### config.mk
export PLATFORM = sky130hd
export DESIGN_NAME = char_lcd_cursor_command_gen
export DESIGN_NICKNAME = d
export VERILOG_FILES = /design/src/hdl/lcdcmd_pkg.sv /design/src/hdl/lcdcmd_front.sv /design/src/hdl/lcdcmd_queue.sv /design/src/hdl/lcdcmd_back.sv /design/src/hdl/char_lcd_cursor_command_gen.sv
export SDC_FILE = /design/constraint.sdc
export NUM_CORES = 1
export LEC_CHECK = 0
export BUFFER_PORTS_ARGS = -buffer_cell sky130_fd_sc_hd__buf_2
export CAP_MARGIN = 20
export CORE_ASPECT_RATIO = 1.25
export CORE_UTILIZATION = 50
export CTS_BUF_LIST = sky130_fd_sc_hd__clkbuf_16
export DETAILED_ROUTE_END_ITERATION = 16
export PLACE_DENSITY = 0.71
export REMOVE_ABC_BUFFERS = 1
export SYNTH_ARGS = -nofsm -noshare
export SYNTH_HDL_FRONTEND = slang
export SYNTH_SLANG_ARGS = --single-unit
### constraint.sdc
create_clock -name i_clk -period 3.6 [get_ports i_clk]
set_clock_uncertainty 0.05 [all_clocks]
set_input_delay 0.36 -clock i_clk [delete_from_list [all_inputs] [get_ports i_clk]]
set_output_delay 0.36 -clock i_clk [all_outputs]
set_load 0.03 [all_outputs]
### src/hdl/lcdcmd_pkg.sv
// Shared types, codes and constant tables for the character display command generator.
// Used by lcdcmd_front, lcdcmd_queue, lcdcmd_back and char_lcd_cursor_command_gen.
package lcdcmd_pkg;

    localparam int LINE_CHARS_DEF  = 16;
    localparam int QUEUE_DEPTH_DEF = 4;

    // Event opcodes
    localparam logic [1:0] OP_PUT_CHAR = 2'd0;
    localparam logic [1:0] OP_GOTO     = 2'd1;
    localparam logic [1:0] OP_MOVE     = 2'd2;
    localparam logic [1:0] OP_INIT     = 2'd3;

    // Move directions
    localparam logic [1:0] DIR_LEFT   = 2'd0;
    localparam logic [1:0] DIR_RIGHT  = 2'd1;
    localparam logic [1:0] DIR_TOGGLE = 2'd2;

    localparam logic [7:0] CH_NEWLINE = 8'd10;
    localparam logic [7:0] CH_RETURN  = 8'd13;

    localparam logic [7:0] CMD_SET_POS  = 8'h80;
    localparam logic [7:0] COL_MASK     = 8'h0F;
    localparam logic [7:0] CMD_ROW1_COL0 = 8'hC0;

    // Register select codes
    localparam logic RS_INSTR = 1'b0;
    localparam logic RS_DATA  = 1'b1;

    // Init sequence: four single nibbles, then five instruction bytes
    localparam int         STEP_W      = 4;
    localparam logic [STEP_W-1:0] INIT_LAST_STEP   = 4'd8;
    localparam logic [STEP_W-1:0] INIT_NIBBLE_STEPS = 4'd4;

    typedef enum logic [1:0] {
        KIND_SINGLE = 2'd0,
        KIND_PAIR   = 2'd1,
        KIND_INIT   = 2'd2
    } t_kind;

    typedef struct packed {
        t_kind      kind;
        logic       rs;
        logic [7:0] value;
    } t_cmd;

    typedef struct packed {
        logic [7:0] col;
        logic       row;
    } t_cursor;

    function automatic logic [7:0] set_pos_cmd(input logic row, input logic [7:0] col);
        set_pos_cmd = CMD_SET_POS | {1'b0, row, 6'b0} | (col & COL_MASK);
    endfunction

    function automatic logic [7:0] init_byte(input logic [STEP_W-1:0] step);
        case (step)
            4'd0:    init_byte = 8'h03;
            4'd1:    init_byte = 8'h03;
            4'd2:    init_byte = 8'h03;
            4'd3:    init_byte = 8'h02;
            4'd4:    init_byte = 8'h28;
            4'd5:    init_byte = 8'h08;
            4'd6:    init_byte = 8'h01;
            4'd7:    init_byte = 8'h06;
            4'd8:    init_byte = 8'h0F;
            default: init_byte = 8'h00;
        endcase
    endfunction

endpackage

### src/hdl/lcdcmd_front.sv
// Front end: accepts events, keeps the cursor and turns each event into at most one queued command.
// Depends on lcdcmd_pkg.
module lcdcmd_front #(
    parameter int LINE_CHARS = lcdcmd_pkg::LINE_CHARS_DEF
) (
    input  logic                 i_clk,
    input  logic                 i_rst_n,
    input  logic                 i_accept,
    input  logic [1:0]           i_opcode,
    input  logic [7:0]           i_char_code,
    input  logic [3:0]           i_target_col,
    input  logic                 i_target_row,
    input  logic [1:0]           i_move_dir,
    output logic                 o_push,
    output lcdcmd_pkg::t_cmd     o_cmd,
    output lcdcmd_pkg::t_cursor  o_cursor
);
    import lcdcmd_pkg::*;

    localparam int RECIP_SHIFT = 12;
    localparam int RECIP       = ((2 ** RECIP_SHIFT) + LINE_CHARS - 1) / LINE_CHARS;

    logic [7:0]  r_col, n_col;
    logic        r_row, n_row;
    logic [7:0]  col_inc;
    logic [7:0]  col_dec;
    logic [7:0]  step_col;
    logic [7:0]  mag;
    logic [17:0] prod;
    logic [5:0]  quot;
    logic [13:0] quot_l;
    logic [7:0]  rem_full;
    logic [7:0]  moved_col;
    logic        push;
    t_cmd        cmd;

    assign col_inc = r_col + 8'd1;
    assign col_dec = r_col - 8'd1;

    // Truncated remainder of the signed column, sign dropped: |s| mod LINE_CHARS.
    // The quotient comes from a reciprocal multiply, exact for magnitudes up to 128.
    assign step_col  = (i_move_dir == DIR_LEFT) ? col_dec : col_inc;
    assign mag       = step_col[7] ? (~step_col + 8'd1) : step_col;
    assign prod      = {10'd0, mag} * {8'd0, 10'(RECIP)};
    assign quot      = prod[17:RECIP_SHIFT];
    assign quot_l    = {8'd0, quot} * {6'd0, 8'(LINE_CHARS)};
    assign rem_full  = mag - quot_l[7:0];
    assign moved_col = {4'd0, rem_full[3:0]};

    always_comb begin
        n_col      = r_col;
        n_row      = r_row;
        push       = 1'b0;
        cmd.kind   = KIND_SINGLE;
        cmd.rs     = RS_INSTR;
        cmd.value  = 8'd0;
        case (i_opcode)
            OP_PUT_CHAR: begin
                push = 1'b1;
                if (i_char_code == CH_NEWLINE) begin
                    n_col     = 8'd0;
                    n_row     = ~r_row;
                    cmd.value = set_pos_cmd(~r_row, 8'd0);
                end else if (i_char_code == CH_RETURN) begin
                    n_col     = 8'd0;
                    cmd.value = set_pos_cmd(r_row, 8'd0);
                end else if (!col_inc[7] && (col_inc > 8'(LINE_CHARS - 1)) && !r_row) begin
                    // End of the first line: the data write is followed by a jump to row 1.
                    cmd.kind  = KIND_PAIR;
                    cmd.rs    = RS_DATA;
                    cmd.value = i_char_code;
                    n_col     = 8'd0;
                    n_row     = 1'b1;
                end else begin
                    cmd.rs    = RS_DATA;
                    cmd.value = i_char_code;
                    n_col     = col_inc;
                end
            end
            OP_GOTO: begin
                push      = 1'b1;
                n_col     = {4'd0, i_target_col};
                n_row     = i_target_row;
                cmd.value = set_pos_cmd(i_target_row, {4'd0, i_target_col});
            end
            OP_MOVE: begin
                case (i_move_dir)
                    DIR_LEFT, DIR_RIGHT: begin
                        push      = 1'b1;
                        n_col     = moved_col;
                        cmd.value = set_pos_cmd(r_row, moved_col);
                    end
                    DIR_TOGGLE: begin
                        push      = 1'b1;
                        n_row     = ~r_row;
                        cmd.value = set_pos_cmd(~r_row, r_col);
                    end
                    default: begin
                        push = 1'b0;
                    end
                endcase
            end
            default: begin
                push     = 1'b1;
                cmd.kind = KIND_INIT;
            end
        endcase
    end

    always_ff @(posedge i_clk) begin
        if (!i_rst_n) begin
            r_col <= 8'd0;
            r_row <= 1'b0;
        end else if (i_accept) begin
            r_col <= n_col;
            r_row <= n_row;
        end
    end

    assign o_push       = i_accept && push;
    assign o_cmd        = cmd;
    assign o_cursor.col = r_col;
    assign o_cursor.row = r_row;

endmodule

### src/hdl/lcdcmd_queue.sv
// Small first-in first-out queue of commands between the front and back ends.
// Depends on lcdcmd_pkg.
module lcdcmd_queue #(
    parameter int DEPTH = lcdcmd_pkg::QUEUE_DEPTH_DEF
) (
    input  logic             i_clk,
    input  logic             i_rst_n,
    input  logic             i_push,
    input  lcdcmd_pkg::t_cmd i_cmd,
    input  logic             i_pop,
    output lcdcmd_pkg::t_cmd o_head,
    output logic             o_full,
    output logic             o_empty
);
    import lcdcmd_pkg::*;

    localparam int PTR_W = (DEPTH > 1) ? $clog2(DEPTH) : 1;
    localparam int CNT_W = $clog2(DEPTH + 1);

    t_cmd             r_mem [DEPTH];
    logic [PTR_W-1:0] r_wr_ptr, r_rd_ptr;
    logic [CNT_W-1:0] r_count;
    logic             do_push, do_pop;

    assign o_full  = (r_count == CNT_W'(DEPTH));
    assign o_empty = (r_count == '0);
    assign do_push = i_push && !o_full;
    assign do_pop  = i_pop && !o_empty;
    assign o_head  = r_mem[r_rd_ptr];

    always_ff @(posedge i_clk) begin
        if (do_push) begin
            r_mem[r_wr_ptr] <= i_cmd;
        end
    end

    always_ff @(posedge i_clk) begin
        if (!i_rst_n) begin
            r_wr_ptr <= '0;
            r_rd_ptr <= '0;
            r_count  <= '0;
        end else begin
            if (do_push) begin
                r_wr_ptr <= (r_wr_ptr == PTR_W'(DEPTH - 1)) ? '0 : r_wr_ptr + 1'b1;
            end
            if (do_pop) begin
                r_rd_ptr <= (r_rd_ptr == PTR_W'(DEPTH - 1)) ? '0 : r_rd_ptr + 1'b1;
            end
            if (do_push && !do_pop) begin
                r_count <= r_count + 1'b1;
            end else if (do_pop && !do_push) begin
                r_count <= r_count - 1'b1;
            end
        end
    end

endmodule

### src/hdl/lcdcmd_back.sv
// Back end: expands queued commands into output register writes, one per cycle unless stalled.
// Depends on lcdcmd_pkg.
module lcdcmd_back (
    input  logic             i_clk,
    input  logic             i_rst_n,
    input  lcdcmd_pkg::t_cmd i_head,
    input  logic             i_empty,
    output logic             o_pop,
    output logic             o_m_tvalid,
    input  logic             i_m_tready,
    output logic [7:0]       o_m_tdata,
    output logic [1:0]       o_m_tuser,
    output logic             o_m_tlast
);
    import lcdcmd_pkg::*;

    logic              r_valid;
    logic [7:0]        r_data;
    logic              r_rs;
    logic              r_nib;
    logic              r_last;
    logic [STEP_W-1:0] r_step;
    logic              load;
    logic [7:0]        gen_data;
    logic              gen_rs;
    logic              gen_nib;
    logic              gen_last;

    assign load = !r_valid || i_m_tready;

    always_comb begin
        gen_data = i_head.value;
        gen_rs   = i_head.rs;
        gen_nib  = 1'b0;
        gen_last = 1'b1;
        case (i_head.kind)
            KIND_SINGLE: begin
                gen_last = 1'b1;
            end
            KIND_PAIR: begin
                if (r_step != '0) begin
                    gen_data = CMD_ROW1_COL0;
                    gen_rs   = RS_INSTR;
                    gen_last = 1'b1;
                end else begin
                    gen_last = 1'b0;
                end
            end
            KIND_INIT: begin
                gen_data = init_byte(r_step);
                gen_rs   = RS_INSTR;
                gen_nib  = (r_step < INIT_NIBBLE_STEPS);
                gen_last = (r_step == INIT_LAST_STEP);
            end
            default: begin
                gen_last = 1'b1;
            end
        endcase
    end

    assign o_pop = load && !i_empty && gen_last;

    always_ff @(posedge i_clk) begin
        if (!i_rst_n) begin
            r_valid <= 1'b0;
            r_step  <= '0;
        end else if (load) begin
            r_valid <= !i_empty;
            if (!i_empty) begin
                r_step <= gen_last ? '0 : r_step + 1'b1;
            end
        end
    end

    always_ff @(posedge i_clk) begin
        if (load && !i_empty) begin
            r_data <= gen_data;
            r_rs   <= gen_rs;
            r_nib  <= gen_nib;
            r_last <= gen_last;
        end
    end

    assign o_m_tvalid = r_valid;
    assign o_m_tdata  = r_data;
    assign o_m_tuser  = {r_nib, r_rs};
    assign o_m_tlast  = r_last;

endmodule

### src/hdl/char_lcd_cursor_command_gen.sv
// Top level of the character display command generator.
// Depends on lcdcmd_pkg, lcdcmd_front, lcdcmd_queue and lcdcmd_back.
//
// Events arrive on the slave stream: tuser carries the opcode, tdata the
// character, target position and move direction. Each event yields zero to
// nine bus writes on the master stream: tdata is the byte (or nibble in the
// low bits), tuser gives register select and the nibble flag, and tlast
// marks the final write of the event.
// An event is taken whenever the command queue has room; its first write
// reaches the master side via the queue and then the back end's single
// output register, which holds one write per transfer and sets the rate
// of one write per cycle while the receiver is ready. So a character takes
// one or two writes, a position or move one, and init nine.
// Reset puts the cursor at row 0, column 0 and empties queue and output.
// When the receiver stalls, the output write holds and the queue fills;
// events keep being accepted until it is full (QUEUE_DEPTH commands).
module char_lcd_cursor_command_gen #(
    parameter int LINE_CHARS  = lcdcmd_pkg::LINE_CHARS_DEF,
    parameter int QUEUE_DEPTH = lcdcmd_pkg::QUEUE_DEPTH_DEF
) (
    input  logic        i_clk,
    input  logic        i_rst_n,
    input  logic        i_s_tvalid,
    output logic        o_s_tready,
    input  logic [15:0] i_s_tdata,   // char_code[7:0], target_col[11:8], target_row[12],
                                     // move_dir[14:13], zero[15]
    input  logic [1:0]  i_s_tuser,   // opcode[1:0]
    output logic        o_m_tvalid,
    input  logic        i_m_tready,
    output logic [7:0]  o_m_tdata,   // bus_value[7:0]
    output logic [1:0]  o_m_tuser,   // reg_select[0], nibble_only[1]
    output logic        o_m_tlast
);
    import lcdcmd_pkg::*;

    logic    s_accept;
    logic    push;
    t_cmd    front_cmd;
    t_cmd    head;
    t_cursor cursor;
    logic    q_full;
    logic    q_empty;
    logic    pop;

    assign o_s_tready = !q_full;
    assign s_accept   = i_s_tvalid && o_s_tready;

    lcdcmd_front #(
        .LINE_CHARS (LINE_CHARS)
    ) u_front (
        .i_clk        (i_clk),
        .i_rst_n      (i_rst_n),
        .i_accept     (s_accept),
        .i_opcode     (i_s_tuser),
        .i_char_code  (i_s_tdata[7:0]),
        .i_target_col (i_s_tdata[11:8]),
        .i_target_row (i_s_tdata[12]),
        .i_move_dir   (i_s_tdata[14:13]),
        .o_push       (push),
        .o_cmd        (front_cmd),
        .o_cursor     (cursor)
    );

    lcdcmd_queue #(
        .DEPTH (QUEUE_DEPTH)
    ) u_queue (
        .i_clk   (i_clk),
        .i_rst_n (i_rst_n),
        .i_push  (push),
        .i_cmd   (front_cmd),
        .i_pop   (pop),
        .o_head  (head),
        .o_full  (q_full),
        .o_empty (q_empty)
    );

    lcdcmd_back u_back (
        .i_clk      (i_clk),
        .i_rst_n    (i_rst_n),
        .i_head     (head),
        .i_empty    (q_empty),
        .o_pop      (pop),
        .o_m_tvalid (o_m_tvalid),
        .i_m_tready (i_m_tready),
        .o_m_tdata  (o_m_tdata),
        .o_m_tuser  (o_m_tuser),
        .o_m_tlast  (o_m_tlast)
    );

    // A carriage return leaves the cursor at column 0 of the same row.
    a_cr_homes: assert property (@(posedge i_clk) disable iff (!i_rst_n)
        (s_accept && i_s_tuser == OP_PUT_CHAR && i_s_tdata[7:0] == CH_RETURN)
        |=> (cursor.col == 8'd0 && cursor.row == $past(cursor.row)))
        else $error("carriage return did not home the cursor");

    // Init nibbles are never the final write of an event.
    a_nibble_not_last: assert property (@(posedge i_clk) disable iff (!i_rst_n)
        (o_m_tvalid && o_m_tuser[1]) |-> !o_m_tlast)
        else $error("nibble write marked as last");

    // A nibble write carries only the low four bits and goes to the instruction register.
    a_nibble_shape: assert property (@(posedge i_clk) disable iff (!i_rst_n)
        (o_m_tvalid && o_m_tuser[1]) |-> (o_m_tdata[7:4] == 4'd0 && o_m_tuser[0] == RS_INSTR))
        else $error("malformed nibble write");

endmodule
==> flow_metrics.py, run 1 <==
metrics = {
    "die": {
        "die_area_sq_um": 9020,
        "row_count": 37,
        "io_pins": 35,
        "start_util": 0.522,
        "chipHeight_um": 106,
        "die_x_um": 85.2,
        "core_sq_um": 8290,
    },
    "yosys": {
        "synth_top_flop_cell": "edfxtp_1",
        "synth_edf_count": 55,
        "synthArstFlopShare": 0,
        "postSynthCellCount": 384,
        "yosys-top-cells-area": "edfxtp_1 38%, dfxtp_1 13%, mux4_2 5.7%, ha_1 4.9%, a21oi_1 2.3%",
        "ys_seq_area_frac": 0.512,
        "syn_avg_cell_area_sq_um": 11.3,
        "synth_top_area_frac": 0.382,
        "ys_types": 76,
        "syn_area_sq_um": 4320,
        "yosysWarningCount": 0,
        "ys_ff_latch": 83,
        "synth_area_leader_cell": "edfxtp_1",
    },
    "layout": {
        "utilization": 0.586,
        "drive_above_1_share": 0.177,
        "diodes": 0,
        "nets": 454,
        "fillers": 677,
        "area_delta_synth_final_pct": 12.4,
        "multi_input_area_sq_um": 1920,
        "register_area_sq_um": 2210,
    },
    "place": {
        "place_hpwl_um": 6390,
        "gp_congestion": 0.855,
        "port_buffers": 33,
    },
    "timing": {
        "relSlewSlack": 0.527,
        "slew_viol_final": 0,
        "finalCritPeriodShare": 0.885,
        "hold_viol": 0,
        "clock.fmax_ghz": 0.314,
        "rsz0062_at_grt": "false",
        "setup_violations": 0,
        "final.setup.tns_ns": 0,
        "tightest_slew_ns": 0.709,
        "period_needed_ns": 3.18,
    },
    "clocking": {
        "post_cts_buffers": 0,
        "cts_tree": "done",
        "clock_path_buffers": 2,
        "cts_buffers": 9,
        "cts_max_level": 3,
        "postCtsHoldBufs": 0,
        "clk_pin_slew_ns": 0.06,
        "cts_root_buffer": "clkbuf_16",
        "post_cts_resize_count": 0,
        "cts.sinks": 83,
        "clock_latency_ns": 0.34,
    },
    "grt": {
        "grt_pass1_wl_um": 14900,
        "grt_pass1_vias": 3027,
        "grt.total_usage": 0.218,
        "grt-ovfl-total": 0,
        "grt_max_degree": 18,
        "antenna_found_initial": 0,
    },
    "worst_setup_path": {
        "critPathMaxFanout": 5,
        "crit_path_cell_trace": "mux4_2 > ha_1 > inv_1 > a21oi_1 > or2_0 > nand2_1 > ha_1 > inv_1 > fa_1 > xor2_1 > or3_1 > a21oi_1",
        "crit_path_max_incr_delay_ns": 0.54,
        "rr_worst_depth": 12,
        "endpoint": "u_queue.r_count[2]$_SDFFE_PN0P_",
        "crit_type": "reg -> reg",
        "arrival_ns": 3.39,
        "rrSetupSlack_ns": 0.42,
        "startpoint_type": "flip-flop",
        "cp-end-kind": "flip-flop",
        "worstReg2RegEnd": "u_queue.r_count[2]$_SDFFE_PN0P_",
        "critPathRequiredTime_ns": 3.81,
        "critPathSlowestCell": "mux4_2",
    },
    "route": {
        "firstDrtPassIters": 5,
        "via_per_inst": 6.07,
        "vias": 3130,
        "post-route-drc-count": 0,
        "ant_nets": 0,
        "wl_per_cell_um": 17.2,
        "wirelength_um": 8870,
        "drt_iter0_markers": 217,
    },
    "power_and_ir_drop": {
        "power.leakage_nw": 1.81,
        "ir_worst_vdd_mv": 0.275,
        "powerDensity_nw_per_um2": 663,
    },
    "run_status": {
        "status": "completed",
    },
    "job": {
        "drv_cap": 0,
    },
    "hold_path": {
        "min_path_type": "in -> reg",
        "holdPathStages": 4,
    },
}
==> synthesized netlist by cell type, types with 3 or more instances <==
| master | instances |
|---|---|
| edfxtp_1 | 55 |
| dfxtp_1 | 28 |
| nand2_1 | 25 |
| inv_1 | 23 |
| nor2_1 | 22 |
| a21oi_1 | 20 |
| ha_1 | 17 |
| o21ai_0 | 15 |
| clkbuf_1 | 12 |
| mux4_2 | 11 |
| nor3_1 | 8 |
| and2_1 | 7 |
| nand3_1 | 7 |
| nor2b_1 | 7 |
| xnor2_1 | 7 |
| a211oi_1 | 6 |
| and3_1 | 6 |
| or3_1 | 6 |
| mux2i_1 | 5 |
| o21ai_1 | 5 |
| a31oi_1 | 4 |
| nand4_1 | 4 |
| nor3b_1 | 4 |
| o211ai_1 | 4 |
| buf_2 | 3 |
| nand2b_1 | 3 |
| nand3b_1 | 3 |
| or4_1 | 3 |
==> through the flow <==
step / power [W] / instance area, sq um / hold slack, ns / worst slack (ns) / std cells
floorplan: 0.00204 / 4230 / 0.404 / 0.212 / 365
global placement: 0.00229 / 4560 / 0.425 / 0.527 / 500
detailed placement: 0.00232 / 4560 / 0.433 / 0.453 / 500
CTS: 0.00325 / 4860 / 0.273 / 0.408 / 516
global route: 0.00341 / 4860 / 0.309 / 0.153 / 516
finish: 0.00322 / 4860 / 0.291 / 0.415 / 516
==> layout by cell type (no fill, tap or decap), types with 3 or more instances in the layout <==
master / netlist / routed
edfxtp_1: 55 / 55
buf_2: 3 / 33
dfxtp_1: 28 / 28
nand2_1: 25 / 25
inv_1: 23 / 23
nor2_1: 22 / 22
a21oi_1: 20 / 20
ha_1: 17 / 17
o21ai_0: 15 / 15
mux4_2: 11 / 11
clkbuf_16: 0 / 9
nor3_1: 8 / 8
nor2b_1: 7 / 7
xnor2_1: 7 / 7
nand3_1: 7 / 7
and2_1: 7 / 7
or3_1: 6 / 6
and3_1: 6 / 6
a211oi_1: 6 / 6
mux2i_1: 5 / 5
o21ai_1: 5 / 5
buf_4: 2 / 5
a31oi_1: 4 / 4
nand4_1: 4 / 4
o211ai_1: 4 / 4
nor3b_1: 4 / 4
nand2b_1: 3 / 3
or4_1: 3 / 3
nand3b_1: 3 / 3
==> state kept, by name, summed over array words and instances (netlist names), named ones only <==
name / flops
u_queue.r_mem: 44
u_back.o_m_tdata: 8
u_front.r_col: 8
u_back.r_step: 4
u_queue.r_count: 3
u_queue.r_rd_ptr: 2
u_queue.r_wr_ptr: 2
u_back.o_m_tlast: 1
u_back.o_m_tvalid: 1
u_back.r_nib: 1
u_back.r_rs: 1
u_front.r_row: 1
==> worst min path at each step <==
stage                                       endpoint                             start  slack, ns
floorplan                                  flip-flop  u_queue.r_rd_ptr[1]$_SDFFE_PN0P_       0.40
CTS                   u_back.o_m_tvalid$_SDFFE_PN0N_                        i_m_tready       0.27
detailed placement                         flip-flop  u_queue.r_rd_ptr[1]$_SDFFE_PN0P_       0.43
finish                u_back.o_m_tvalid$_SDFFE_PN0N_                        i_m_tready       0.29
global route          u_back.o_m_tvalid$_SDFFE_PN0N_                        i_m_tready       0.31
global placement    u_queue.r_rd_ptr[1]$_SDFFE_PN0P_  u_queue.r_rd_ptr[1]$_SDFFE_PN0P_       0.42
==> critical path, delay by kind of cell, from the launching register on <==
family | cells | cell delay, ns
fa+ha+maj | 3 | 0.85
xor+xnor | 1 | 0.17
mux | 1 | 0.54
compound gates | 2 | 0.26
simple gates | 3 | 0.71
flops | 1 | 0.40
buf+inv | 2 | 0.13
==> report_power, final <==
part / leakage [nW] / switching [W] / internal, W
sequential: 0.752 / 0.0000711 / 0.00122
clock: 0.142 / 0.000377 / 0.000542
combinational: 0.915 / 0.000633 / 0.000379
==> per-layer routing <==
metal,share of wire,global-route usage,vias to the layer above
li1,-,-,1511
met5,0,0,-
met2,0.50,0.363,98
met3,0.049,0.0435,27
met4,0.031,0.107,0
met1,0.42,0.271,1494
==> cells by family (layout without fill, tap and decap cells) <==
group,count (synthesis),after routing,synth area share
flip-flops,83,83,0.512
adder cells (fa/ha/maj),18,18,0.0538
multiplexers,17,17,0.0715
buffers and inverters,46,81,0.0446
AO/OA/AOI/OAI,87,87,0.140
XOR/XNOR,9,9,0.0182
AND/OR/NAND/NOR,124,124,0.160
==> layout make-up <==
cell class,instances,area share
Clock buffer,9,0.0464
Clock inverter,7,0.0155
Inverter,27,0.0211
Multi-Input combinational cell,255,0.395
Sequential cell,83,0.456
Tap cell,97,0.0250
Timing Repair Buffer,38,0.0417
No activity file was read; power rests on OpenSTA's default activity.
==> inputs of run 2 (changes only) <==
--- a/config.mk
+++ b/config.mk
@@ -7,11 +7,14 @@
 export LEC_CHECK = 0
 export BUFFER_PORTS_ARGS = -buffer_cell sky130_fd_sc_hd__buf_2
 export CAP_MARGIN = 20
+export CELL_PAD_IN_SITES_DETAIL_PLACEMENT = 1
+export CELL_PAD_IN_SITES_GLOBAL_PLACEMENT = 2
 export CORE_ASPECT_RATIO = 1.25
-export CORE_UTILIZATION = 50
+export CORE_MARGIN = 10
+export CORE_UTILIZATION = 36
 export CTS_BUF_LIST = sky130_fd_sc_hd__clkbuf_16
 export DETAILED_ROUTE_END_ITERATION = 16
-export PLACE_DENSITY = 0.71
+export PLACE_DENSITY_LB_ADDON = 0.1
 export REMOVE_ABC_BUFFERS = 1
 export SYNTH_ARGS = -nofsm -noshare
 export SYNTH_HDL_FRONTEND = slang
==> flow_metrics.py, run 2 (synthesis gave the netlist of run 1 again) <==
metrics = {
    "worst_setup_path": {
        "startpoint_type": "flip-flop",
        "arrival_ns": 3.32,
        "crit_path_cell_trace": "mux4_2 > ha_1 > nand3b_1 > a21oi_1 > or2_0 > nand2_1 > ha_1 > inv_1 > fa_1 > xor2_1 > or3_1 > a21oi_1",
        "cp-end-kind": "flip-flop",
        "critPathSlowestCell": "mux4_2",
        "critPathMaxFanout": 4,
        "crit_path_max_incr_delay_ns": 0.54,
        "critPathRequiredTime_ns": 3.82,
        "crit_type": "reg -> reg",
    },
    "layout": {
        "final_common_cell": "edfxtp_1",
        "regMostFlops": "u_queue.r_mem",
        "drive_above_1_share": 0.187,
        "largest_reg_flops": 44,
        "area_delta_synth_final_pct": 15.1,
        "nets": 458,
        "diodes": 0,
        "layout_common_cells": "55 x edfxtp_1, 33 x buf_2, 28 x dfxtp_1",
    },
    "power_and_ir_drop": {
        "powerDensity_nw_per_um2": 660,
        "power.leakage_nw": 1.84,
        "ir_worst_vdd_mv": 0.251,
    },
    "die": {
        "die_area_sq_um": 16800,
        "row_count": 44,
        "core_sq_um": 11700,
        "io_pins": 35,
        "die_x_um": 118,
        "start_util": 0.370,
        "chipHeight_um": 143,
    },
    "timing": {
        "relSlewSlack": 0.502,
        "slew_viol_final": 0,
        "clock.fmax_ghz": 0.323,
        "setup_violations": 0,
        "rsz0062_at_grt": "false",
        "hold_viol": 0,
        "hold_ws_ns": 0.292,
        "final.setup.tns_ns": 0,
        "tightest_slew_ns": 0.747,
        "finalCritPeriodShare": 0.861,
        "period_needed_ns": 3.10,
    },
    "route": {
        "ant_nets": 0,
        "wl_per_cell_um": 18.4,
        "wirelength_um": 10800,
        "drt_iter0_markers": 112,
        "firstDrtPassIters": 4,
        "via_per_inst": 5.34,
        "post-route-drc-count": 0,
        "vias": 3118,
    },
    "grt": {
        "top_usage_layer": "met2",
        "antenna_found_initial": 0,
        "grt.total_usage": 0.133,
        "grt_pass1_vias": 3350,
        "grt_max_degree": 17,
        "grt_use_met3": 0.0329,
        "use_met2": 0.244,
        "grt-ovfl-total": 0,
        "use_met1": 0.147,
        "grt_pass1_wl_um": 17800,
    },
    "place": {
        "port_buffers": 33,
        "gp_congestion": 0.753,
        "place_hpwl_um": 8210,
    },
    "job": {
        "drv_cap": 0,
    },
    "clocking": {
        "cts_root_buffer": "clkbuf_16",
        "clock_latency_ns": 0.34,
        "postCtsHoldBufs": 0,
        "cts.sinks": 83,
        "clk_pin_slew_ns": 0.06,
        "cts_tree": "done",
        "post_cts_resize_count": 0,
        "post_cts_buffers": 0,
        "clock_path_buffers": 2,
        "cts_buffers": 9,
        "cts_max_level": 3,
    },
    "hold_path": {
        "worstHoldStart": "i_m_tready",
        "min_path_type": "in -> reg",
    },
    "run_status": {
        "status": "completed",
    },
}
run 2: changes by cell type in the layout (fill, tap and decap cells not counted), sizes merged:
cell      before  now
clkinv         3    4
clkinvlp       2    0
inv           28   29
buf           38   42
run 2: metal layers:
layer / wire (um) / share of wire
met1: 4640 / 0.43
met2: 5560 / 0.52
met3: 339 / 0.031
met4: 231 / 0.021
met5: 0 / 0
run 2: critical path: cells and delay by family (launching register included):
kind | cells | cell delay, ns
AO/OA/AOI/OAI | 2 | 0.22
XOR/XNOR | 1 | 0.18
adder cells (fa/ha/maj) | 3 | 0.79
buffers and inverters | 1 | 0.06
flip-flops | 1 | 0.39
multiplexers | 1 | 0.54
AND/OR/NAND/NOR | 4 | 0.79
run 2: layout make-up:
cell class | instances | area (sq um)
sequential | 83 | 2210
tap | 161 | 201
clock buffer | 9 | 225
timing repair buffer | 42 | 233
multi-input combinational | 255 | 1920
inverter | 27 | 103
clock inverter | 7 | 81.3
fill | 1310 | 6700
run 2: worst paths after layout:
check	to	slack, ns	depth (start not counted)
max	u_queue.r_count[2]$_SDFFE_PN0P_	0.50	12
max reg2reg	u_queue.r_count[2]$_SDFFE_PN0P_	0.50	12
min reg2reg	u_queue.r_rd_ptr[1]$_SDFFE_PN0P_	0.44	2
min	u_back.o_m_tvalid$_SDFFE_PN0N_	0.29	4
run 2: stage by stage:
step                      instances  total power, W  worst slack (ns)  area, sq um   util
after floorplan                 365         0.00204             0.212         4230      -
after detailed placement        568         0.00237             0.506         4670  0.400
after global routing            584         0.00350             0.306         4970  0.426
after global placement          568         0.00235             0.533         4670  0.400
final                           584         0.00328             0.502         4970  0.426
after CTS                       584         0.00334             0.484         4970  0.426
run 2: power breakdown:
group | switching [W] | internal (W) | leakage, nW | total [W]
sequential | 0.0000738 | 0.00122 | 0.752 | 0.00129
combinational | 0.000648 | 0.000388 | 0.935 | 0.00104
clock | 0.000402 | 0.000550 | 0.153 | 0.000952
total | 0.00112 | 0.00216 | 1.84 | 0.00328
